[src/design/assert_macros.svh]
// Assertion macros used by the prefetcher RTL.
`ifndef ASSERT_MACROS_SVH
`define ASSERT_MACROS_SVH

// Same-cycle implication, disabled while in reset.
`define ASSERT_IMPLY(label, clk, rst_n, ante, cons) \
	label: assert property (@(posedge clk) disable iff (!rst_n) (ante) |-> (cons)) \
		else $error("assertion failed: same-cycle implication");

// Implication with a delayed consequent, disabled while in reset.
`define ASSERT_AFTER2(label, clk, rst_n, ante, cons) \
	label: assert property (@(posedge clk) disable iff (!rst_n) (ante) |=> ##1 (cons)) \
		else $error("assertion failed: two-cycle implication");

`endif

[src/design/dcp_pkg.sv]
// Shared types and constants of the delta correlation prefetcher.
`timescale 1ns / 1ps
`default_nettype none

package dcp_pkg;

	localparam int HIST_LEN = 4;
	localparam int WAYS     = 4;
	localparam int ADDR_W   = 32;
	localparam int AGE_W    = 16;
	localparam int WAY_W    = (WAYS > 1) ? $clog2(WAYS) : 1;

	typedef logic [ADDR_W-1:0]            addr_t;
	typedef logic [AGE_W-1:0]             age_t;
	typedef logic [WAY_W-1:0]             way_t;
	typedef addr_t [HIST_LEN-1:0]         hist_t;

	// One request as it leaves the input stage.
	typedef struct packed {
		logic  valid;     // request in stage 1
		logic  train;     // primed request: tables and history update
		addr_t address;
		addr_t delta;
		hist_t old_hist;  // history before this request
		hist_t new_hist;  // history with this delta shifted in
	} step_t;

	// Outcome of the table search.
	typedef struct packed {
		logic  hit;
		addr_t pred_delta;
	} search_t;

endpackage

`default_nettype wire

[src/design/dcp_front.sv]
// Input stage, delta computation and delta history of the prefetcher.
`timescale 1ns / 1ps
`default_nettype none

module dcp_front import dcp_pkg::*; (
	input  wire logic  clk,
	input  wire logic  arst_n,
	input  wire logic  accept,
	input  wire addr_t address,
	output step_t      step
);

	logic  valid_s1;
	logic  primed_s1;
	addr_t address_s1;
	addr_t delta_s1;
	logic  primed_q;
	addr_t prev_q;
	hist_t hist_q;
	addr_t prev_eff;
	logic  primed_eff;
	hist_t hist_shift;

	// The request in stage 1 is the true predecessor of an incoming one.
	always_comb begin
		prev_eff   = valid_s1 ? address_s1 : prev_q;
		primed_eff = valid_s1 | primed_q;
		for (int p = 0; p < HIST_LEN - 1; p++) begin
			hist_shift[p] = hist_q[p+1];
		end
		hist_shift[HIST_LEN-1] = delta_s1;
	end

	always_ff @(posedge clk or negedge arst_n) begin
		if (!arst_n) begin
			valid_s1 <= 1'b0;
			primed_q <= 1'b0;
			prev_q   <= '0;
			hist_q   <= '0;
		end else begin
			valid_s1 <= accept;
			if (valid_s1) begin
				primed_q <= 1'b1;
				prev_q   <= address_s1;
				if (primed_s1) begin
					hist_q <= hist_shift;
				end
			end
		end
	end

	always_ff @(posedge clk) begin
		if (accept) begin
			address_s1 <= address;
			delta_s1   <= address - prev_eff;
			primed_s1  <= primed_eff;
		end
	end

	assign step.valid    = valid_s1;
	assign step.train    = valid_s1 & primed_s1;
	assign step.address  = address_s1;
	assign step.delta    = delta_s1;
	assign step.old_hist = hist_q;
	assign step.new_hist = hist_shift;

endmodule

`default_nettype wire

[config.mk]
export PLATFORM = sky130hd
export DESIGN_NAME = dcp_front
export DESIGN_NICKNAME = d
export VERILOG_FILES = /design/src/design/assert_macros.svh /design/src/design/dcp_pkg.sv /design/src/design/dcp_front.sv
export SDC_FILE = /design/constraint.sdc
export NUM_CORES = 1
export LEC_CHECK = 0
export ABC_AREA = 0
export BUFFER_PORTS_ARGS = -buffer_cell sky130_fd_sc_hd__buf_2
export CAP_MARGIN = 0
export CORE_MARGIN = 4
export CORE_UTILIZATION = 46
export DETAILED_ROUTE_END_ITERATION = 10
export GPL_TIMING_DRIVEN = 0
export PLACE_DENSITY_LB_ADDON = 0.1
export SYNTH_ARGS = -nofsm -noshare
export SYNTH_HDL_FRONTEND = slang
export SYNTH_SLANG_ARGS = --single-unit
[constraint.sdc]
create_clock -name clk -period 3.5 [get_ports clk]
set_input_delay 0.7 -clock clk [delete_from_list [all_inputs] [get_ports clk]]
set_output_delay 0.7 -clock clk [all_outputs]
set_load 0.01 [all_outputs]
* Word level (Yosys, flattened, before mapping)
Cells that the tools add are included.
Operators by class: shift operators 0, divide/modulo/power cells 0, mux-type cells 1, $mul 0, reduce and logical (&&, ||, !) cells 1, bitwise logic cells 2, order comparisons 0, $add $sub $neg 1, equal/unequal tests 0
Operator list (count):
- $mux W32 | 1
- $sub A32 B32 Y32 | 1
- $reduce_and A2 Y1 | 1
- $and A1 B1 Y1 | 1
- $or A1 B1 Y1 | 1
Word-level totals: output and inout port bits 322, memories 0, input bits 35, bits in latches 0, ROM bits 0, memory bits (writable) 0, word-level logic and storage cells 15, register bits after elaboration 227

* Longest topological paths before layout
Gate-level depths: netlist (run 1).
depth after elaboration 2, mapped depth 12, depth with buffers taken out 10

* Worst setup path before layout (run 1)
Ideal clock, no wire load.
kind reg-to-reg, start point reg valid_s1, end point reg delta_s1[28], data pin, stages on the path, launching flop included 13, data arrival time 3111 ps, library setup time 260 ps, data required time 3240 ps, period minus slack after synthesis 3371 ps, buffers on the path 3, slack 129 ps, cell sequence dfrtp_1 -> clkbuf_1 -> clkbuf_1 -> mux2i_1 -> ha_1 -> buf_6 -> nand3_1 -> nor2_1 -> o311a_1 -> a2111oi_4 -> o21ai_0 -> a31oi_1 -> xnor2_1
On the way: cells in the longest elaborated chain, start to end 2
RTL lines:
- start: declaration | RTL line dcp_front.sv:13 | logic valid_s1;
- start signal: assignment | RTL line dcp_front.sv:41 | valid_s1 <= accept;
- $mux W32
- $sub A32 B32 Y32 | RTL line dcp_front.sv:55 | delta_s1 <= address - prev_eff;
- end signal: assignment | RTL line dcp_front.sv:55
- end: declaration | RTL line dcp_front.sv:16 | addr_t delta_s1;
Every way passes these cells. A chain may end at the register's enable or synchronous reset.

* Worst setup path after layout (run 1)
start point reg valid_s1, end point reg delta_s1[25], data pin
The elaborated chain is that of the path after synthesis.

==> impl_metrics.toml, run 1 <==
[critical_path]
critPathRequiredTime_ps = 3800
cp-end-kind = "flip-flop"
crit_path_end = "delta_s1[25]"
cp.arrival_ps = 3690
reg2reg_slack_ps = 110
reg2reg_to = "delta_s1[25]"
critPathLaunchType = "flip-flop"
path_max_fanout = 10
rr_worst_depth = 11
crit_start = "valid_s1"
rr_startpoint = "valid_s1"
crit_type = "reg2reg"

[yosys]
syn_nets = 883
yosys_warnings = 0
synth-seq-cells = 227
syn_inst = 816
synth_area_leaders = "dfrtp_1 38%, edfxtp_1 18%, mux2_2 14%"
syn_area_um2 = 10700
synth-edff-count = 65
synth_top_cell_by_area = "dfrtp_1"
ys_seq_area_share_pct = 56.3
synthArstFlopShare_pct = 71.4
yosysUniqueCellTypes = 48
synth_top_area_share_pct = 38.0
postSynthAreaPerCell_um2 = 13.1
synth_ff_type = "dfrtp_1"

[clock_tree]
cts_hold_buffers = 0
htreeDepth = 1
clock_path_buffers = 3
cts_root_buf = "clkbuf_16"
numCtsBuffers = 25
cts_sinks = 227
clk_latency_ps = 520
cts_tree = "done"
clkTransAtPathRegs_ps = 60

[min_path]
min_path_type = "in2async"

[die]
core.rowCount = 55
core-area_um2 = 22700
start_util_pct = 47.0
dieArea_um2 = 25700
dieHeight_um = 160
io_pins = 357
dieWidth_um = 160

[detailed_routing]
vias = 7326
drt_wl_total_um = 27200
via_per_inst = 4.87
drtAntennaViolNets = 0
drt_iter0_drc = 310
wl_per_cell_um = 18.1
drc_errors = 0
firstDrtPassIters = 4

[power_and_ir_drop]
max-vdd-ir-drop_mv = 0.455
power_density_nw_per_um2 = 736
leakage_nw = 6.63
finalPower_w = 0.0101

[sta]
finalClockSkew_ps = 12.8
setup_ws_ps = 108
setup_tns_ps = 0
setup_viol = 0
fin_crit_ps = 3390
slew_violations = 0
slew_headroom_pct = 41.8
worst_pin_slew_ps = 874
fmax_mhz = 295
finalHoldViolCount = 0
rsz0062_at_grt = "true"
min_period_over_period_pct = 96.9

[final_layout]
fin_nets = 1267
fin_cells = 1504
drive_above_1_share_pct = 55.5
fin_area_um2 = 13700
syn_to_final_growth_pct = 28.8
diodes = 0

[global_route]
antenna_found_initial = 1
grt_overflow = 0
globalRouteTotalUtil_pct = 20.6
grt_pass1_vias = 7112
grt_max_degree = 95
grt_pass1_wl_um = 42000

[placement]
placedInstanceArea_um2 = 12800
place.gp.congestion = 0.880
dp_hpwl_um = 21100
portBuffers = 356
pre_cts_ws_ps = -743
placed_cells = 1458

[flow_run]
maxCapViolCount = 0

[status]
status = "complete, no violations"
## cell usage in the layout, fill, tap and decap left out, types with 3 or more instances in the layout
cell type and count:
xnor2_1 19, a21o_1 5, o2111ai_1 3, mux2i_1 30
a211oi_1 4, and3_1 4, nor2b_1 5, clkinv_2 5
dfrtp_1 161, buf_4 131, o211ai_1 5, o21bai_1 3
a21oi_2 3, clkbuf_8 7, xor2_1 8, clkbuf_1 26
nor3_1 7, mux2_2 130, buf_2 356, clkbuf_16 26
o21ai_0 21, nor2_1 12, nand4_1 4, o21a_1 7
a21oi_1 26, inv_1 44, nand2_1 22, and2_1 5
ha_1 31, edfxtp_1 65, a31oi_1 4, nand3_1 7
## worst min path at each step
stage                     startpoint        end  slack (ps)  cells past startpoint
after detailed placement    primed_q   primed_q         450                      1
after global routing          arst_n  step[141]         160                      1
after floorplan               arst_n  prev_q[0]         400                      0
final                         arst_n  step[141]         120                      1
after CTS                     arst_n  step[135]         140                      1
after global placement      primed_q   primed_q         440                      1
## what timing repair did
| item | 4_1_cts | 5_1_grt |
|---|---|---|
| cloned | 0 | 0 |
| pin swaps | 0 | 1 |
| setup buffers | 0 | 1 |
| endpoints found under the setup margin | 22 | 9 |
| gates resized for setup | 8 | 11 |
## worst max-delay path, stage by stage (launching register included)
cell and delay [ps]:
dfrtp_2 480, clkbuf_4 310, mux2i_1 270, ha_1 150, clkbuf_1 310, nand4_1 200, nor3_1 310, and3_1 250
nor2b_1 230, a32oi_1 110, o21ai_0 220, xor2_1 330
## flip-flops by register name, indices dropped and copies added, names as in the netlist
register and flops:
prev_q 32, primed_q 1, step 128, primed_s1 1
address_s1 32, delta_s1 32, valid_s1 1
## synth_stat cells, types with 8 or more instances
master and number:
ha_1 31, buf_4 129, a21oi_1 28, dfrtp_1 162, mux2i_1 31, xnor2_1 19, inv_1 44, o21ai_0 22
nand2_1 22, nor2_1 12, edfxtp_1 65, mux2_2 130, clkbuf_1 23, xor2_1 8
## routing by layer
layer  wire, um  share of wire [%]  GRT usage (%)  up-vias
li1           -                  -              -     3524
met1      11400                 42           26.7     3533
met2      13700                 50           36.0      230
met3       1630                6.0           4.26       37
met4        493                1.8           4.42        2
met5         13              0.048              0        -
## cell families (layout without fill, tap and decap cells)
| group | count (synthesis) | after routing | share of synthesized area, % |
|---|---|---|---|
| fa+ha+maj | 32 | 32 | 3.82 |
| simple gates | 72 | 72 | 3.29 |
| xor+xnor | 27 | 27 | 2.22 |
| compound gates | 98 | 98 | 6.14 |
| flops | 227 | 227 | 56.3 |
| mux | 161 | 161 | 16.6 |
| buf+inv | 199 | 602 | 11.6 |
## final cells by class
| type | instances | area [um2] |
|---|---|---|
| fillers | 1918 | 8960 |
| flip-flops and latches | 227 | 6010 |
| repair buffers | 358 | 1830 |
| plain buffers | 154 | 1090 |
| clock buffers | 39 | 759 |
| well taps | 285 | 357 |
| multi-input cells | 390 | 3480 |
| clock inverters | 7 | 63.8 |
| inverters | 44 | 165 |
## power breakdown
group	internal, W	leakage (nW)	switching (W)
logic	0.00183	3.69	0.00168
registers	0.00344	2.53	0.000595
clock network	0.00156	0.410	0.00101
## stage by stage
step	hold WS (ps)	util, %
6_report	120	60.5
5_1_grt	164	60.5
2_1_floorplan	404	-
3_5_place_dp	445	56.6
4_1_cts	145	60.3
3_3_place_gp	441	56.4
No activity file was read; power rests on OpenSTA's default activity.
==> run 2, diff against run 1 <==
--- a/config.mk
+++ b/config.mk
@@ -13,6 +13,7 @@
 export DETAILED_ROUTE_END_ITERATION = 10
 export GPL_TIMING_DRIVEN = 0
 export PLACE_DENSITY_LB_ADDON = 0.1
+export SKIP_CTS_REPAIR_TIMING = 1
 export SYNTH_ARGS = -nofsm -noshare
 export SYNTH_HDL_FRONTEND = slang
 export SYNTH_SLANG_ARGS = --single-unit
==> constraint.sdc (replaced) <==
create_clock -name clk -period 3.5 [get_ports clk]
set_input_delay 0.175 -clock clk [delete_from_list [all_inputs] [get_ports clk]]
set_output_delay 0.175 -clock clk [all_outputs]
set_load 0.01 [all_outputs]
==> impl_metrics.toml, run 2 (synthesized netlist as in run 1, its figures left out) <==
[critical_path]
crit_type = "reg2reg"
reg2reg_slack_ps = 100
cpLargestDelayFamily = "simple AND/OR/NAND/NOR gates"
crit_chain = "buf_2 > mux2i_1 > ha_1 > clkbuf_1 > nand4_1 > nor3_1 > and3_1 > nor2b_1 > a32oi_1 > o21ai_0 > xor2_1"
cpPeakStageDelay_ps = 420
critPathRequiredTime_ps = 3800
crit_path_top_delay_cell = "dfrtp_2"
path_max_fanout = 10
cp-end-kind = "flip-flop"
cp.buffers_inverters = 2
cp.arrival_ps = 3700
critPathLaunchType = "flip-flop"

[clock_tree]
cts_tree = "done"
htreeDepth = 1
cts_root_buf = "clkbuf_16"
clkTransAtPathRegs_ps = 60
numCtsBuffers = 25
cts_sinks = 227
clock_path_buffers = 3
clk_latency_ps = 520

[sta]
slew_violations = 0
fin_crit_ps = 3400
slew_headroom_pct = 41.2
finalHoldViolCount = 0
finalClockSkew_ps = 11.9
whs_ps = 200
setup_tns_ps = 0
min_period_over_period_pct = 97.1
fmax_mhz = 294
worst_pin_slew_ps = 882
setup_viol = 0

[die]
core.rowCount = 55
dieArea_um2 = 25700
core-area_um2 = 22700
start_util_pct = 47.0
dieHeight_um = 160
io_pins = 357
dieWidth_um = 160

[final_layout]
syn_to_final_growth_pct = 32.0
drive_above_1_share_pct = 54.0
largest_reg_flops = 128
layout_commonest_cell = "buf_2"
layout_common_cells = "356 x buf_2, 161 x dfrtp_1, 134 x buf_4"
diodes = 0
fin_nets = 1304
fin_cells = 1541

[global_route]
grt_pass1_wl_um = 41900
busiest_layer = "met2"
grt_max_degree = 95
antenna_found_initial = 0
grt_use_met3_pct = 4.26
globalRouteTotalUtil_pct = 20.6
grt_pass1_vias = 7114
grt_overflow = 0
grtUsageMet1_pct = 26.6
met2_usage_pct = 36.1

[min_path]
min_path_type = "in2async"

[detailed_routing]
wl_per_cell_um = 18.0
drtAntennaViolNets = 0
drt_wl_total_um = 27700
firstDrtPassIters = 4
drc_errors = 0
via_per_inst = 4.83
vias = 7443
drt_iter0_drc = 354

[power_and_ir_drop]
max-vdd-ir-drop_mv = 0.462
power_density_nw_per_um2 = 721
leakage_nw = 6.78

[placement]
portBuffers = 356
placed_cells = 1458
place.gp.congestion = 0.880
dp_hpwl_um = 21100

[status]
status = "complete, no violations"

[flow_run]
maxCapViolCount = 0
-- run 2: cell type report --
cell class / instances / area [um2]
inverters: 44 / 165
fillers: 1875 / 8630
repair buffers: 395 / 2190
plain buffers: 154 / 1080
flip-flops and latches: 227 / 6010
clock buffers: 39 / 759
clock inverters: 7 / 63.8
multi-input cells: 390 / 3470
well taps: 285 / 357
-- run 2: per-stage QoR --
step	area, um2	worst slack [ps]	total power, W	utilization, %
2_1_floorplan	10700	129	0.00602	-
3_3_place_gp	12800	-655	0.00756	56.4
3_5_place_dp	12800	-743	0.00763	56.6
4_1_cts	13700	-762	0.0102	60.2
5_1_grt	14100	-16.7	0.0107	62.0
6_report	14100	103	0.0102	62.0
-- run 2: where the power goes --
group	internal (W)	switching [W]	total, W
sequential	0.00344	0.000596	0.00403
clock	0.00156	0.00102	0.00258
combinational	0.00186	0.00169	0.00355
-- run 2: path summary, 6_finish.rpt --
path                          start           end  depth (start not counted)
min in group clk             accept      valid_s1                          1
max in group asynchronous    arst_n    prev_q[26]                          3
min reg2reg                primed_q      primed_q                          1
max reg2reg                valid_s1  delta_s1[25]                         11
max                        valid_s1  delta_s1[25]                         11
min                          arst_n     step[135]                          2
-- run 2: worst reg2reg max path, stage by stage, from the launching register on --
cell and delay, ps:
dfrtp_2 420, buf_2 350, mux2i_1 160, ha_1 290, clkbuf_1 310, nand4_1 200
nor3_1 300, and3_1 260, nor2b_1 230, a32oi_1 120, o21ai_0 230, xor2_1 330
-- run 2: per-layer routing --
metal,vias up,wire length (um)
met2,227,14000
met4,0,487
met1,3590,11600
li1,3592,-
met5,-,0
met3,34,1560
==> run 3, diff against run 2 <==
--- a/config.mk
+++ b/config.mk
@@ -9,7 +9,7 @@
 export BUFFER_PORTS_ARGS = -buffer_cell sky130_fd_sc_hd__buf_2
 export CAP_MARGIN = 0
 export CORE_MARGIN = 4
-export CORE_UTILIZATION = 46
+export CORE_UTILIZATION = 50
 export DETAILED_ROUTE_END_ITERATION = 10
 export GPL_TIMING_DRIVEN = 0
 export PLACE_DENSITY_LB_ADDON = 0.1
==> constraint.sdc (replaced) <==
create_clock -name clk -period 3.3 [get_ports clk]
set_input_delay 0.165 -clock clk [delete_from_list [all_inputs] [get_ports clk]]
set_output_delay 0.165 -clock clk [all_outputs]
set_load 0.01 [all_outputs]
==> impl_metrics.toml, run 3 (synthesized netlist as in run 1, its figures left out) <==
[sta]
finalHoldViolCount = 0
worst_pin_slew_ps = 907
setup_viol = 0
min_period_over_period_pct = 96.0
fmax_mhz = 316
setup_ws_ps = 131
finalClockSkew_ps = 6.66
slew_violations = 0
fin_crit_ps = 3170
slew_headroom_pct = 39.6

[clock_tree]
clock_path_buffers = 3
cts_root_buf = "clkbuf_16"
numCtsBuffers = 24
clk_latency_ps = 510
cts_sinks = 227
htreeDepth = 1
clkTransAtPathRegs_ps = 60
cts_tree = "done"

[min_path]
min_path_type = "in2async"

[final_layout]
fin_cells = 1534
fin_area_um2 = 14100
layout_common_cells = "355 x buf_2, 161 x dfrtp_1, 141 x buf_4"
diodes = 0
layout_commonest_cell = "buf_2"
syn_to_final_growth_pct = 32.2
largest_reg_flops = 128
drive_above_1_share_pct = 54.3
fin_nets = 1308

[critical_path]
path_max_fanout = 6
crit_type = "reg2reg"
critPathLaunchType = "flip-flop"
critPathRequiredTime_ps = 3550
cp.arrival_ps = 3420
cp-end-kind = "flip-flop"

[detailed_routing]
firstDrtPassIters = 4
drt_wl_total_um = 27600
drc_errors = 0
vias = 7498
drt_iter0_drc = 332
wl_per_cell_um = 18.0
via_per_inst = 4.89
drtAntennaViolNets = 0

[die]
core.rowCount = 53
dieWidth_um = 154
dieArea_um2 = 23700
start_util_pct = 50.8
dieHeight_um = 154
core-area_um2 = 21000
io_pins = 357

[power_and_ir_drop]
leakage_nw = 6.77
power_density_nw_per_um2 = 748
max-vdd-ir-drop_mv = 0.428

[global_route]
busiest_layer = "met2"
met2_usage_pct = 37.5
grt_use_met3_pct = 4.53
grtUsageMet1_pct = 29.5
grt_pass1_wl_um = 42200
grt_pass1_vias = 7272
grt_overflow = 0
grt_max_degree = 99
antenna_found_initial = 0
globalRouteTotalUtil_pct = 22.2

[placement]
placed_cells = 1448
place.gp.congestion = 0.885
pre_cts_ws_ps = -755
portBuffers = 356
dp_hpwl_um = 20900
placedInstanceArea_um2 = 12800

[flow_run]
maxCapViolCount = 0

[status]
status = "complete, no violations"
## run 3: changes by cell type in the layout (fill, tap and decap cells not counted), sizes merged
cell / delta
buf: +7
bufinv: -1
clkbuf: -3
clkinv: +1
inv: -1
## run 3: where the power goes
| group | switching [W] | leakage [nW] | internal (W) |
|---|---|---|---|
| Clock | 0.00102 | 0.347 | 0.00143 |
| Sequential | 0.000643 | 2.53 | 0.00364 |
| Combinational | 0.00182 | 3.89 | 0.00200 |
| Total | 0.00348 | 6.77 | 0.00708 |
## run 3: cell type report
| class | count | area, um2 |
|---|---|---|
| Clock buffer | 38 | 694 |
| Clock inverter | 6 | 23.8 |
| Inverter | 44 | 165 |
| Sequential cell | 227 | 6010 |
| Buffer | 153 | 1080 |
| Timing Repair Buffer | 401 | 2230 |
| Tap cell | 275 | 344 |
| Multi-Input combinational cell | 390 | 3560 |
| Fill cell | 1687 | 6910 |
## run 3: worst paths after layout
check / from / endpoint / slack [ps] / cells after the start
worst min-delay path: arst_n / step[5] / 190 / 2
min in group clk: accept / valid_s1 / 260 / 1
worst min register to register: primed_q / primed_q / 460 / 1
worst max-delay path: valid_s1 / delta_s1[24] / 130 / 11
worst max register to register: valid_s1 / delta_s1[24] / 130 / 11
max in group asynchronous: arst_n / prev_q[25] / 2220 / 3
## run 3: critical path: stages (launching register included)
cell       delay (ps)
dfrtp_2           450
mux2_4            330
ha_4              180
fa_2              420
nor2b_4           150
o2111ai_4         160
a2111oi_4         430
a2111oi_4          70
buf_4             180
o2111ai_1         260
a21oi_1           140
xnor2_1           140
## run 3: layer usage
metal	wire [um]	vias up
met4	727	0
met1	11500	3600
met2	13700	258
met3	1640	48
li1	-	3592
met5	0	-
## run 3: metrics by stage
stage / utilization, % / hold WS (ps) / power (W) / setup TNS (ps)
3_3_place_gp: 60.9 / 358 / 0.00801 / -94050
4_1_cts: 64.5 / -391 / 0.0106 / -8880
2_1_floorplan: - / -131 / 0.00638 / 0
6_report: 67.1 / 190 / 0.0106 / 0
5_1_grt: 67.1 / 230 / 0.0112 / -44.3
3_5_place_dp: 61.1 / 149 / 0.00809 / -8170
